[config.mk]
export PLATFORM = sky130hd
export DESIGN_NAME = elevator_order_queue_core
export DESIGN_NICKNAME = d
export VERILOG_FILES = /design/src/design/eoq_pkg.sv /design/src/design/eoq_ctrl.sv /design/src/design/eoq_dp.sv /design/src/design/elevator_order_queue_core.sv
export SDC_FILE = /design/constraint.sdc
export NUM_CORES = 1
export LEC_CHECK = 0
export BUFFER_PORTS_ARGS = -buffer_cell sky130_fd_sc_hd__buf_2
export CAP_MARGIN = 20
export CORE_MARGIN = 3
export CORE_UTILIZATION = 44
export DETAILED_ROUTE_END_ITERATION = 7
export HOLD_SLACK_MARGIN = 0.03
export PLACE_DENSITY_LB_ADDON = 0.05
export SYNTH_ARGS = -nofsm -noshare
export SYNTH_HDL_FRONTEND = slang
export SYNTH_SLANG_ARGS = --single-unit
[constraint.sdc]
create_clock -name clk -period 3.5 [get_ports clk]
set_input_delay 0.175 -clock clk [delete_from_list [all_inputs] [get_ports clk]]
set_output_delay 0.175 -clock clk [all_outputs]
set_load 0.02 [all_outputs]
[src/design/eoq_pkg.sv]
// Shared types, constants and codes for the elevator order queue.
`default_nettype none
package eoq_pkg;

  // Building and queue sizes.
  localparam int FLOORS      = 4;
  localparam int CABIN_DEPTH = 4;
  localparam int HALL_DEPTH  = 6;

  // Derived widths of the stored entries and the length counters.
  localparam int FLOOR_W    = (FLOORS > 1) ? $clog2(FLOORS) : 1;
  localparam int HALL_W     = FLOOR_W + 1;
  localparam int CAB_LEN_W  = $clog2(CABIN_DEPTH + 1);
  localparam int HALL_LEN_W = $clog2(HALL_DEPTH + 1);

  // Fixed widths of the interface fields.
  localparam int REQ_W    = 2;
  localparam int FLOOR_IN_W = 3;
  localparam int DIR_W    = 2;
  localparam int STATUS_W = 3;
  localparam int COUNT_W  = 3;
  localparam int HEAD_W   = 2;

  // Raw direction codes of the two's complement direction field.
  localparam logic [DIR_W-1:0] DIR_UP   = 2'b01;
  localparam logic [DIR_W-1:0] DIR_DOWN = 2'b11;

  typedef enum logic [REQ_W-1:0] {
    REQ_INS_CAB  = 2'd0,
    REQ_DEL_CAB  = 2'd1,
    REQ_INS_HALL = 2'd2,
    REQ_DEL_HALL = 2'd3
  } req_t;

  typedef enum logic [STATUS_W-1:0] {
    ST_DONE     = 3'd0,
    ST_RANGE    = 3'd1,
    ST_DIR      = 3'd2,
    ST_DUP      = 3'd3,
    ST_NOTFOUND = 3'd4,
    ST_EMPTY    = 3'd5,
    ST_FULL     = 3'd6
  } status_t;

  typedef enum logic [3:0] {
    S_IDLE  = 4'b0001,
    S_CHECK = 4'b0010,
    S_APPLY = 4'b0100,
    S_SEND  = 4'b1000
  } state_t;

  // Commands from the controller to the datapath.
  typedef struct packed {
    logic load_req;
    logic match;
    logic apply;
    logic load_out;
  } cmd_t;

  // Status from the datapath to the controller.
  typedef struct packed {
    logic out_busy;
  } sts_t;

endpackage
`default_nettype wire

[src/design/eoq_ctrl.sv]
// Sequencer that steps one request through check, update and result.
`default_nettype none
module eoq_ctrl (
  input  logic          clk,
  input  logic          rst,
  input  logic          in_valid,
  output logic          in_stall,
  input  eoq_pkg::sts_t sts,
  output eoq_pkg::cmd_t cmd
);
  import eoq_pkg::*;

  state_t state;
  state_t state_next;

  always_ff @(posedge clk) begin
    if (rst) begin
      state <= S_IDLE;
    end else begin
      state <= state_next;
    end
  end

  always_comb begin
    state_next = state;
    cmd        = '0;
    case (state)
      S_IDLE: begin
        if (in_valid) begin
          cmd.load_req = 1'b1;
          state_next   = S_CHECK;
        end
      end
      S_CHECK: begin
        cmd.match  = 1'b1;
        state_next = S_APPLY;
      end
      S_APPLY: begin
        cmd.apply  = 1'b1;
        state_next = S_SEND;
      end
      S_SEND: begin
        if (!sts.out_busy) begin
          cmd.load_out = 1'b1;
          state_next   = S_IDLE;
        end
      end
      default: begin
        state_next = S_IDLE;
      end
    endcase
  end

  assign in_stall = (state != S_IDLE);

endmodule
`default_nettype wire

[src/design/eoq_dp.sv]
// Queue storage, match logic, request checks and the output register.
`default_nettype none
module eoq_dp (
  input  logic                                    clk,
  input  logic                                    rst,
  input  eoq_pkg::cmd_t                           cmd,
  output eoq_pkg::sts_t                           sts,
  input  logic        [eoq_pkg::REQ_W-1:0]        req_type,
  input  logic        [eoq_pkg::FLOOR_IN_W-1:0]   floor,
  input  logic signed [eoq_pkg::DIR_W-1:0]        direction,
  input  logic                                    out_stall,
  output logic                                    out_valid,
  output logic        [eoq_pkg::STATUS_W-1:0]     status,
  output logic        [eoq_pkg::COUNT_W-1:0]      cabin_count,
  output logic        [eoq_pkg::COUNT_W-1:0]      hall_count,
  output logic        [eoq_pkg::HEAD_W-1:0]       cabin_head_floor,
  output logic        [eoq_pkg::HEAD_W-1:0]       hall_head_floor,
  output logic                                    hall_head_up
);
  import eoq_pkg::*;

  req_t                  req_q;
  logic [FLOOR_IN_W-1:0] floor_q;
  logic [DIR_W-1:0]      dir_q;

  logic [FLOOR_W-1:0]    cab_q  [CABIN_DEPTH];
  logic [HALL_W-1:0]     hall_q [HALL_DEPTH];
  logic [CAB_LEN_W-1:0]  cab_len;
  logic [HALL_LEN_W-1:0] hall_len;

  logic [CABIN_DEPTH-1:0] cab_match;
  logic [HALL_DEPTH-1:0]  hall_match;
  logic [CABIN_DEPTH-1:0] cab_after;
  logic [HALL_DEPTH-1:0]  hall_after;

  status_t res_status;
  status_t st_next;
  logic    app_cab, rem_cab, app_hall, rem_hall;

  logic               in_range, dir_ok, up, on_edge;
  logic [FLOOR_W-1:0] cab_key;
  logic [HALL_W-1:0]  hall_key;
  logic               cab_hit, hall_hit, cab_full, hall_full;

  assign in_range = {1'b0, floor_q} < (FLOOR_IN_W + 1)'(FLOORS);
  assign dir_ok   = (dir_q == DIR_UP) || (dir_q == DIR_DOWN);
  assign up       = (dir_q == DIR_UP);
  assign cab_key  = floor_q[FLOOR_W-1:0];
  assign hall_key = {cab_key, up};
  assign on_edge  = (up && ({1'b0, floor_q} == (FLOOR_IN_W + 1)'(FLOORS - 1))) ||
                    (!up && (floor_q == '0));

  assign cab_hit   = |cab_match;
  assign hall_hit  = |hall_match;
  assign cab_full  = cab_len >= CAB_LEN_W'(CABIN_DEPTH);
  assign hall_full = hall_len >= HALL_LEN_W'(HALL_DEPTH);

  // An entry shifts forward when the removed entry sits at or below it.
  always_comb begin
    for (int i = 0; i < CABIN_DEPTH; i++) begin
      cab_after[i] = |(cab_match & ({CABIN_DEPTH{1'b1}} >> (CABIN_DEPTH - 1 - i)));
    end
    for (int i = 0; i < HALL_DEPTH; i++) begin
      hall_after[i] = |(hall_match & ({HALL_DEPTH{1'b1}} >> (HALL_DEPTH - 1 - i)));
    end
  end

  // Request checks in the order the status codes take priority.
  always_comb begin
    st_next  = ST_DONE;
    app_cab  = 1'b0;
    rem_cab  = 1'b0;
    app_hall = 1'b0;
    rem_hall = 1'b0;
    case (req_q)
      REQ_INS_CAB: begin
        if (!in_range)     st_next = ST_RANGE;
        else if (cab_hit)  st_next = ST_DUP;
        else if (cab_full) st_next = ST_FULL;
        else               app_cab = 1'b1;
      end
      REQ_DEL_CAB: begin
        if (cab_len == '0)  st_next = ST_EMPTY;
        else if (!in_range) st_next = ST_RANGE;
        else if (!cab_hit)  st_next = ST_NOTFOUND;
        else                rem_cab = 1'b1;
      end
      REQ_INS_HALL: begin
        if (!in_range)      st_next = ST_RANGE;
        else if (!dir_ok)   st_next = ST_DIR;
        else if (on_edge)   st_next = ST_DIR;
        else if (hall_hit)  st_next = ST_DUP;
        else if (hall_full) st_next = ST_FULL;
        else                app_hall = 1'b1;
      end
      REQ_DEL_HALL: begin
        if (hall_len == '0) st_next = ST_EMPTY;
        else if (!in_range) st_next = ST_RANGE;
        else if (!dir_ok)   st_next = ST_DIR;
        else if (!hall_hit) st_next = ST_NOTFOUND;
        else                rem_hall = 1'b1;
      end
      default: begin
        st_next = ST_DONE;
      end
    endcase
  end

  // Request latch, match vectors and result status.
  always_ff @(posedge clk) begin
    if (cmd.load_req) begin
      req_q   <= req_t'(req_type);
      floor_q <= floor;
      dir_q   <= direction;
    end
    if (cmd.match) begin
      for (int i = 0; i < CABIN_DEPTH; i++) begin
        cab_match[i] <= (CAB_LEN_W'(i) < cab_len) && (cab_q[i] == cab_key);
      end
      for (int i = 0; i < HALL_DEPTH; i++) begin
        hall_match[i] <= (HALL_LEN_W'(i) < hall_len) && (hall_q[i] == hall_key);
      end
    end
    if (cmd.apply) begin
      res_status <= st_next;
    end
  end

  // Entry storage: append at the tail or close the gap of a removed entry.
  always_ff @(posedge clk) begin
    for (int i = 0; i < CABIN_DEPTH; i++) begin
      if (cmd.apply && app_cab && (CAB_LEN_W'(i) == cab_len)) begin
        cab_q[i] <= cab_key;
      end else if (cmd.apply && rem_cab && cab_after[i]) begin
        cab_q[i] <= cab_q[(i + 1 < CABIN_DEPTH) ? i + 1 : i];
      end
    end
    for (int i = 0; i < HALL_DEPTH; i++) begin
      if (cmd.apply && app_hall && (HALL_LEN_W'(i) == hall_len)) begin
        hall_q[i] <= hall_key;
      end else if (cmd.apply && rem_hall && hall_after[i]) begin
        hall_q[i] <= hall_q[(i + 1 < HALL_DEPTH) ? i + 1 : i];
      end
    end
  end

  always_ff @(posedge clk) begin
    if (rst) begin
      cab_len  <= '0;
      hall_len <= '0;
    end else if (cmd.apply) begin
      if (app_cab)       cab_len  <= cab_len + CAB_LEN_W'(1);
      else if (rem_cab)  cab_len  <= cab_len - CAB_LEN_W'(1);
      if (app_hall)      hall_len <= hall_len + HALL_LEN_W'(1);
      else if (rem_hall) hall_len <= hall_len - HALL_LEN_W'(1);
    end
  end

  // Output register; it takes a new result only when the last one has left.
  always_ff @(posedge clk) begin
    if (rst) begin
      out_valid <= 1'b0;
    end else if (cmd.load_out) begin
      out_valid <= 1'b1;
    end else if (!out_stall) begin
      out_valid <= 1'b0;
    end
  end

  always_ff @(posedge clk) begin
    if (cmd.load_out) begin
      status           <= res_status;
      cabin_count      <= COUNT_W'(cab_len);
      hall_count       <= COUNT_W'(hall_len);
      cabin_head_floor <= (cab_len != '0) ? HEAD_W'(cab_q[0]) : '0;
      hall_head_floor  <= (hall_len != '0) ? HEAD_W'(hall_q[0][HALL_W-1:1]) : '0;
      hall_head_up     <= (hall_len != '0) ? hall_q[0][0] : 1'b0;
    end
  end

  assign sts.out_busy = out_valid && out_stall;

endmodule
`default_nettype wire

[src/design/elevator_order_queue_core.sv]
// Top level of the elevator order queue: controller, datapath and checks.
//
// The block keeps two arrival-ordered queues of elevator orders: a cabin
// queue of floors and a hall queue of floor-and-direction calls. Each input
// beat carries one request (insert or delete, cabin or hall) with a floor
// and, for hall requests, a direction. Each request produces exactly one
// output beat with a status code, both queue counts and both queue heads as
// they stand after the request.
// Both channels use valid and stall; a beat moves on a rising edge where
// valid is high and stall is low. The block works on one request at a time:
// after a beat is taken, the three sequencer steps register the parallel
// match of the key against every held entry, check the request and append
// or shift the queue, and load the output register. No new beat is taken
// until the result is loaded. A result held by out_stall keeps its payload
// steady; the block then finishes the next request and waits in its last
// step until the output register frees.
// A synchronous reset empties both queues and drops out_valid.
`default_nettype none
module elevator_order_queue_core (
  input  logic        clk,
  input  logic        rst,
  input  logic        in_valid,
  output logic        in_stall,
  input  logic [1:0]  req_type,
  input  logic [2:0]  floor,
  input  logic signed [1:0] direction,
  output logic        out_valid,
  input  logic        out_stall,
  output logic [2:0]  status,
  output logic [2:0]  cabin_count,
  output logic [2:0]  hall_count,
  output logic [1:0]  cabin_head_floor,
  output logic [1:0]  hall_head_floor,
  output logic        hall_head_up
);
  import eoq_pkg::*;

  cmd_t cmd;
  sts_t sts;

  // The sequencer owns the input handshake and the order of the steps.
  eoq_ctrl u_ctrl (
    .clk      (clk),
    .rst      (rst),
    .in_valid (in_valid),
    .in_stall (in_stall),
    .sts      (sts),
    .cmd      (cmd)
  );

  // The datapath holds both queues and the output register.
  eoq_dp u_dp (
    .clk              (clk),
    .rst              (rst),
    .cmd              (cmd),
    .sts              (sts),
    .req_type         (req_type),
    .floor            (floor),
    .direction        (direction),
    .out_stall        (out_stall),
    .out_valid        (out_valid),
    .status           (status),
    .cabin_count      (cabin_count),
    .hall_count       (hall_count),
    .cabin_head_floor (cabin_head_floor),
    .hall_head_floor  (hall_head_floor),
    .hall_head_up     (hall_head_up)
  );

  // An accepted beat is always followed by the match step.
  a_accept_then_match: assert property (@(posedge clk) disable iff (rst)
    (in_valid && !in_stall) |=> cmd.match)
    else $error("match step did not follow an accepted beat");

  // A new result never overwrites one that the receiver still holds off.
  a_no_overwrite: assert property (@(posedge clk) disable iff (rst)
    cmd.load_out |-> !(out_valid && out_stall))
    else $error("output register loaded while stalled");

  // Reported counts never exceed the queue depths.
  a_count_bound: assert property (@(posedge clk) disable iff (rst)
    out_valid |-> ((4'(cabin_count) <= 4'(CABIN_DEPTH)) &&
                   (4'(hall_count) <= 4'(HALL_DEPTH))))
    else $error("queue count beyond its depth");

  // Only one request is in flight: no beat is taken while a step runs.
  a_single_request: assert property (@(posedge clk) disable iff (rst)
    (cmd.match || cmd.apply) |-> in_stall)
    else $error("input taken while a request is in progress");

endmodule
`default_nettype wire
; ---- Word-level counts from Yosys, hierarchy flattened
; Memories as Yosys holds them, arrays and structs flattened.
; Cells that the tools add are included.
[classes]
n_div = 0
addsub = 4
multipliers = 0
n_reduce_logical = 59
magnitude_cmp = 13
n_bitwise = 10
eq_ne = 32
mux = 110
shift = 0
[ops]
columns = cell, count
row1 = $mux W1, 77
row2 = $mux W3, 25
row3 = $logic_and A1 B1 Y1, 37
row4 = $eq A3 B3 Y1, 6
row5 = $pmux W4 S4, 1
row6 = $eq A2 B3 Y1 const A, 4
row7 = $lt A1 B3 Y1 const A, 4
row8 = $lt A2 B3 Y1 const A, 4
row9 = $pmux W3 S4, 1
row10 = $or A1 B1 Y1, 10
row11 = $logic_not A3 Y1, 3
row12 = $eq A2 B2 Y1, 4
row13 = $mux W2, 4
row14 = $mux W4, 2
row15 = $reduce_or A4 Y1, 2
row16 = $add A3 B1 Y3 const B, 2
row17 = $eq A1 B3 Y1 const A, 2
row18 = $eq A2 B2 Y1 const B, 3
row19 = $eq A3 B3 Y1 const A, 2
row20 = $ge A3 B3 Y1 const B, 2
row21 = $lt A3 B3 Y1 const A, 2
row22 = $reduce_and A2 Y1, 3
row23 = $reduce_bool A3 Y1, 2
row24 = $reduce_or A3 Y1, 2
row25 = other kinds (18), 24
[word_totals]
mem_bits_ro = 0
elab_cells = 246
memories = 2
latch_bits = 0
regBits = 45
out_inout_bits = 16
mem_bits_rw = 26
[mem_list]
columns = name, depth, word_bits, rd, rd_ports_with_merged_regs, wr, line
row1 = u_dp.hall_q, 6, 3, 6, 0, 6, eoq_dp.sv:27  ; logic [HALL_W-1:0] hall_q [HALL_DEPTH];
row2 = u_dp.cab_q, 4, 2, 4, 0, 4, eoq_dp.sv:26  ; logic [FLOOR_W-1:0] cab_q [CABIN_DEPTH];

; ---- Longest topological paths before layout
; Gate-level depths: netlist of run 1.
[depth]
ltp_word = 13
depth_mapped = 7
depth_no_buf = 7

; ---- Hierarchy
; A second synthesis of run 1 with hierarchy kept.
[unflattened]
cells_unflattened = 287
hier_area_um2 = 3544.6
[by_module_without_submodules]
columns = module, area_each_um2, instances, cells_each, seq_area_each_um2
row1 = eoq_dp, 3318.2, 1, 262, 1941.9
row2 = eoq_ctrl, 226.5, 1, 25, 80.1

; ---- Worst setup path before layout of run 1
; No wires, ideal clock.
[synth_timing]
path_kind = register to register
startpoint = register u_dp.hall_match[0]
endpoint = memory u_dp.hall_q[5][0] in the netlist's numbering (enable)
arrival_ns = 2.210
slack_ns = 0.918
setup_ns = 0.371
path_stages_with_launch = 5
cell_sequence = edfxtp_1 > or4_4 > or3_4 > or4_4 > nor4_1
[synth_lines]
columns = item, line
row1 = start: declaration, eoq_dp.sv:32  ; logic [HALL_DEPTH-1:0] hall_match;
row2 = start signal: indexed assignment, eoq_dp.sv:121  ; hall_match[i] <= (HALL_LEN_W'(i) < hall_len) && (hall_q[i] == hall_key);
row3 = end: declaration, eoq_dp.sv:27

==> impl_metrics.json, run 1 <==
{
  "htree_levels": 3,
  "via_count": 2336,
  "insertion_delay_ps": 350,
  "yosysTopAreaCell": "edfxtp_1",
  "grtUsageTotal_pct": 17.4,
  "async_flop_share_pct": 0,
  "grt_pass1_wl_mm": 11.9,
  "holdPathStages": 3,
  "synth_cell_types": 51,
  "yosys_register_bits": 71,
  "synthCells": 294,
  "cp_top_family": "simple AND/OR/NAND/NOR gates",
  "core_area_um2": 7810,
  "cp_common_cell": "or4_4",
  "cts_resized": 0,
  "setup_viol": 0,
  "port_buffers": 26,
  "io_pins": 27,
  "finalHoldViolCount": 0,
  "r2r_slack_ps": 750,
  "viasPerCell": 5.27,
  "rsz0062_at_grt": "no",
  "clock_path_buffers": 2,
  "routed_wl_mm": 7.28,
  "yosys.area.top_type_share_pct": 50.4,
  "worst_slew_pin_slew_ps": 720,
  "r2r-start": "u_dp.hall_match[1]",
  "grt_antenna_before_repair": 0,
  "fin_crit_sh_pct": 78.6,
  "fillCellCount": 683,
  "cap_violations": 0,
  "first_iter_violations": 108,
  "gr-total-overflow": 0,
  "dieHeight_um": 96.1,
  "cts_sinks": 71,
  "final_util_pct": 53.6,
  "initial_core_util_pct": 45.8,
  "synth_area_um2": 3570,
  "cp_slowest_stage_delay_ps": 580,
  "fmax_mhz": 364,
  "power_density_nw_per_um2": 451,
  "clkSlewWorstSetupHoldPaths_ps": 70,
  "synth_edf_count": 60,
  "ys_top_cells_by_area": "edfxtp_1 50%, dfxtp_1 6.2%, mux2_2 6.0%",
  "syn_area_per_cell_um2": 12.2,
  "diodes": 0,
  "layout_commonest_cell": "edfxtp_1",
  "crit_slowest_cell": "or4_4",
  "min_path_type": "input pin to flop",
  "grt_pass1_vias": 2426,
  "crit_arrival_ps": 2740,
  "areaGrowthSynthToFinish_pct": 17.1,
  "place.gp.congestion": 0.767,
  "slew_violations": 0,
  "p_leak_nw": 1.50,
  "cts_tree": "yes",
  "synth_ff_type": "edfxtp_1",
  "finalCriticalPeriod_ps": 2750,
  "grt_start_max_net_pins": 21,
  "cts_buffers": 9,
  "required_ps": 3490,
  "critical_path.cell_chain": "or4_4 -> or3_4 -> or4_4 -> nor4_1",
  "crit_path_end_kind": "flop",
  "rows": 32,
  "drc": 0,
  "fin_skew_ps": 7.23,
  "status": "completed",
  "slew_headroom_pct": 51.5,
  "reg2reg_to": "u_dp.hall_q[5][2]",
  "die_x_um": 96.1,
  "startpoint_type": "flop",
  "final_layout_size_suffix_gt1_share_pct": 23.2,
  "cts-root-buf": "clkbuf_8",
  "crit_type": "flop to flop",
  "rr_worst_depth": 4,
  "final_cell_mix": "60 x edfxtp_1, 26 x buf_2, 21 x nor2_1, 21 x xor2_1, 20 x nand2_1",
  "final.setup.tns_ps": 0,
  "ys_warn_count": 0,
  "post-dp-hpwl_mm": 5.20,
  "ant_nets": 0,
  "wl_per_cell_um": 16.4,
  "nets": 357,
  "holdPathEnd": "u_ctrl.state[1]",
  "ys_seq_area_share_pct": 56.6,
  "min_from": "in_valid",
  "dieArea_um2": 9240,
  "syn-num-nets": 315,
  "ir_drop_mv": 0.218,
  "cp.buffers_inverters": 0,
  "cp_max_fo": 4,
  "firstDrtPassIters": 5
}
[worst min-delay path: cells and delay by family]
family | cells | cell delay [ps]
and+or+nand+nor | 2 | 150
buffers and inverters | 1 | 70
[routing by layer]
layer,vias to the layer above,wire length (um),GRT usage [%]
met5,-,0,0
met4,0,91,5.69
met3,10,197,4.07
met2,33,3630,29.8
met1,1128,3370,21.6
li1,1165,-,-
[Yosys cell counts (2+ instances only)]
master,instances
nand3_1,6
inv_1,13
nand4_1,4
nand2_1,20
edfxtp_1,60
nor4b_1,3
clkbuf_1,8
a31o_2,2
xor2_1,21
and2_1,7
o21ai_0,9
nor2b_1,3
or2_2,2
mux2i_1,2
ha_1,10
nor3_1,10
xnor2_1,8
nor2_1,21
mux2_2,19
a21oi_1,7
nor4_1,10
nand2b_1,5
or4_1,2
o21a_1,2
or4_4,2
a21o_1,3
dfxtp_1,11
[sequential cells by signal, summed over array words and instances (netlist names)]
signal,cells
u_dp.hall_count,3
u_dp.cabin_head_floor,2
u_dp.out_valid,1
u_dp.cab_q,8
u_dp.cabin_count,3
u_dp.cab_len,3
u_dp.hall_q,18
u_dp.cab_match,4
u_dp.hall_head_up,1
u_dp.hall_head_floor,2
u_dp.hall_match,6
u_dp.req_q,2
u_ctrl.state,4
u_dp.hall_len,3
u_dp.floor_q,3
u_dp.res_status,3
u_dp.status,3
u_dp.dir_q,2
[timing repair]
item	4_1_cts	5_1_grt
endpoints found under the hold margin	7	0
buffers inserted	0	0
hold buffers	7	0
[metrics by stage]
step | instance area, um^2 | total power, mW | hold slack [ps] | setup slack, ps | cells
finish | 4190 | 1.89 | 80.6 | 749 | 443
global route | 4190 | 1.95 | 100 | 614 | 443
CTS | 4190 | 1.90 | 78.8 | 746 | 443
detailed placement | 3860 | 1.05 | 354 | 767 | 420
global placement | 3860 | 1.05 | 352 | 820 | 420
floorplan | 3570 | 1.02 | 274 | 918 | 294
[cells by family after synthesis]
family	after synthesis	share of synthesized area, %
mux	22	7.18
fa+ha+maj	10	3.50
simple gates	105	16.7
flops	71	56.6
compound gates	35	6.58
buf+inv	22	2.31
xor+xnor	29	7.11
[power breakdown]
group	internal (mW)	leakage (nW)	switching, mW
combinational	0.0451	0.744	0.0491
clock	0.541	0.125	0.316
sequential	0.923	0.635	0.0154
total	1.51	1.50	0.380
[how the worst max path moves through the flow]
stage	from	to	cells after the start
floorplan	u_dp.hall_match[0]	u_dp.hall_q[5][0]	4
global placement	u_dp.hall_match[0]	u_dp.hall_q[5][1]	4
detailed placement	u_dp.hall_match[0]	u_dp.hall_q[5][0]	4
CTS	u_dp.hall_match[0]	u_dp.hall_q[5][2]	4
global route	u_dp.hall_len[1]	u_dp.hall_q[0][2]	7
finish	u_dp.hall_match[1]	u_dp.hall_q[5][2]	4
[layout make-up]
cell class / instances / area [um^2] / share of cell area [%]
Clock buffer: 9 / 124 / 2.96
Clock inverter: 7 / 135 / 3.23
Inverter: 13 / 48.8 / 1.17
Multi-Input combinational cell: 201 / 1480 / 35.2
Sequential cell: 71 / 2020 / 48.3
Tap cell: 102 / 128 / 3.05
Timing Repair Buffer: 40 / 253 / 6.04
(Power assumes the default switching activity.)
==> run 2, diff against run 1 <==
- ABC_AREA: default -> 1
- clock period: 3.5 -> 2.4 ns (I/O delays scaled with it)
==> run 2 against run 1 <==
  * Critical path depth is 1 higher
  * Critical path type unchanged
  * Combinational power grew to 2.7 times the previous value
  * Utilization is 0.26 points lower
  * Final area hardly changed
  * Area after synthesis is 1.4% higher
  * Global-route usage is 0.17 points higher
  * Wire length is 7.9% higher
  * Via count is 15% higher
  * Clock power hardly changed
  * Sequential share of layout area hardly changed
  * Largest cell class unchanged
==> impl_metrics.json, run 2 <==
{
  "cts_tree": "yes",
  "diodes": 0,
  "fillCellCount": 733,
  "startpoint_type": "flop",
  "pwr-share-comb_pct": 10.0,
  "grtUsageTotal_pct": 17.6,
  "routed_wl_mm": 7.86,
  "rows": 32,
  "post-dp-hpwl_mm": 5.90,
  "place.gp.congestion": 0.850,
  "final_layout_size_suffix_gt1_share_pct": 18.5,
  "crit_path_end_kind": "flop",
  "grt_pass1_vias": 2574,
  "wl_per_cell_um": 15.0,
  "dieArea_um2": 9360,
  "ys_top_cells_by_count": "65 x nand2_1, 60 x edfxtp_1, 39 x inv_1",
  "drc": 0,
  "p_sw_mw": 0.643,
  "critical_path.cell_chain": "nor2_4 -> nand3_1 -> nor2_2 -> nand4_4 -> o21ai_0",
  "worst_slew_pin_slew_ps": 736,
  "ir_drop_mv": 0.313,
  "crit_slowest_cell": "edfxtp_1",
  "finalCriticalPeriod_ps": 2050,
  "cp_max_fo": 8,
  "io_pins": 27,
  "setup_viol": 0,
  "grt_start_max_net_pins": 17,
  "power.internal_mw": 1.87,
  "final_cells": 524,
  "reg.largest.list": "u_dp.hall_q (18), u_dp.cab_q (8), u_dp.hall_match (6)",
  "status": "completed",
  "holdWs_ps": 47.8,
  "swShare_pct": 25.6,
  "clkSlewWorstSetupHoldPaths_ps": 80,
  "syn_area_per_cell_um2": 9.87,
  "via_count": 2693,
  "die_x_um": 96.7,
  "synth_most_common_cell": "nand2_1",
  "initial_core_util_pct": 46.2,
  "grt_antenna_before_repair": 0,
  "r2r_slack_ps": 350,
  "largest_reg_flops": 18,
  "required_ps": 2400,
  "pwr-share-seq_pct": 55.7,
  "cts-root-buf": "clkbuf_8",
  "min_path_type": "input pin to flop",
  "slew_violations": 0,
  "htree_levels": 3,
  "final_cell_mix": "65 x nand2_1, 60 x edfxtp_1, 39 x inv_1, 37 x nor2_1, 26 x buf_2",
  "fmax_mhz": 487,
  "cts_sinks": 71,
  "nets": 438,
  "crit_arrival_ps": 2050,
  "viasPerCell": 5.14,
  "cts_setup_buffers": 0,
  "first_iter_violations": 142,
  "synth_ff_type": "edfxtp_1",
  "synth_cell_types": 39,
  "yosys_register_bits": 71,
  "synth_area_um2": 3620,
  "regMostFlops": "u_dp.hall_q",
  "cts_buffers": 9,
  "firstDrtPassIters": 4,
  "p_leak_nw": 1.64,
  "port_buffers": 26,
  "cts_hold_buf": 7,
  "power_density_nw_per_um2": 600,
  "clock_path_buffers": 2,
  "fin_crit_sh_pct": 85.5,
  "cap_violations": 0,
  "dpl.cell_count": 501,
  "layout_commonest_cell": "nand2_1",
  "power.share.clock_pct": 34.2,
  "crit_type": "flop to flop",
  "slew_headroom_pct": 50.5,
  "yosys.area.top_type_share_pct": 49.7,
  "gr-total-overflow": 0,
  "ys_top_cells_by_area": "edfxtp_1 50%, nand2_1 6.7%, dfxtp_1 6.1%",
  "areaGrowthSynthToFinish_pct": 15.6,
  "cts_resized": 0,
  "core_area_um2": 7850,
  "syn-num-nets": 388,
  "cp.buffers_inverters": 0,
  "rsz0062_at_grt": "no",
  "ys_warn_count": 0,
  "ys_seq_area_share_pct": 55.8,
  "async_flop_share_pct": 0,
  "yosysTopAreaCell": "edfxtp_1",
  "grt_pass1_wl_mm": 12.8,
  "cp_slowest_stage_delay_ps": 450,
  "insertion_delay_ps": 350,
  "cp_top_family": "simple AND/OR/NAND/NOR gates",
  "final.setup.tns_ps": 0,
  "ant_nets": 0,
  "fin_skew_ps": 13.4,
  "synthCells": 367,
  "dieHeight_um": 96.7,
  "finalHoldViolCount": 0,
  "synth_edf_count": 60
}
-- run 2: path summary, 6_finish.rpt --
check                      from                 to  cells past startpoint
max reg2reg  u_dp.hall_match[1]  u_dp.hall_q[3][2]                      5
min reg2reg  u_dp.res_status[0]     u_dp.status[0]                      0
max          u_dp.hall_match[1]  u_dp.hall_q[3][2]                      5
min                    in_valid    u_ctrl.state[1]                      3
-- run 2: through the flow --
step	area (um^2)	util [%]	total power, mW	worst slack (ps)
after detailed placement	3940	50.2	1.67	330
after CTS	4190	53.3	2.54	312
after global routing	4190	53.3	2.63	193
after global placement	3940	50.2	1.67	357
after floorplan	3620	-	1.59	374
final	4190	53.3	2.51	349
-- run 2: power groups by stage --
stage / registers, mW / clock network, mW / logic, mW
floorplan: 1.42 / 0 / 0.172
global placement: 1.43 / 0 / 0.242
detailed placement: 1.43 / 0 / 0.246
CTS: 1.40 / 0.883 / 0.255
global route: 1.40 / 0.941 / 0.283
finish: 1.40 / 0.859 / 0.252
-- run 2: worst reg2reg max path, cell delays in order, from the launching register on --
cell and delay [ps]:
edfxtp_1 450, nor2_4 190, nand3_1 170, nor2_2 260
nand4_4 220, o21ai_0 400
-- run 2: area by class of cell --
type / instances / area (um^2) / share of cell area, %
multi-input cells: 244 / 1390 / 33.2
clock buffers: 11 / 141 / 3.38
flip-flops and latches: 71 / 2020 / 48.3
well taps: 102 / 128 / 3.05
clock inverters: 5 / 33.8 / 0.807
inverters: 44 / 168 / 4.00
repair buffers: 47 / 305 / 7.29
-- run 2: cell families after synthesis --
family                     Yosys count  synth area share (%)
DFF                                 71                  55.8
and+or+nand+nor                    159                  21.8
adders and majority gates           10                  3.45
buffers and inverters               52                  5.84
xor gates and xnor gates            16                  3.87
AOI/OAI and AO/OA                   59                  9.22
-- run 2: metal layers --
layer  vias to the layer above  share of wire, %  GRT usage [%]
met5                         -                 0              0
met4                         0               1.7           6.48
met3                        12               3.6           3.10
met2                        58                47           27.0
met1                      1268                48           25.0
li1                       1355                 -              -
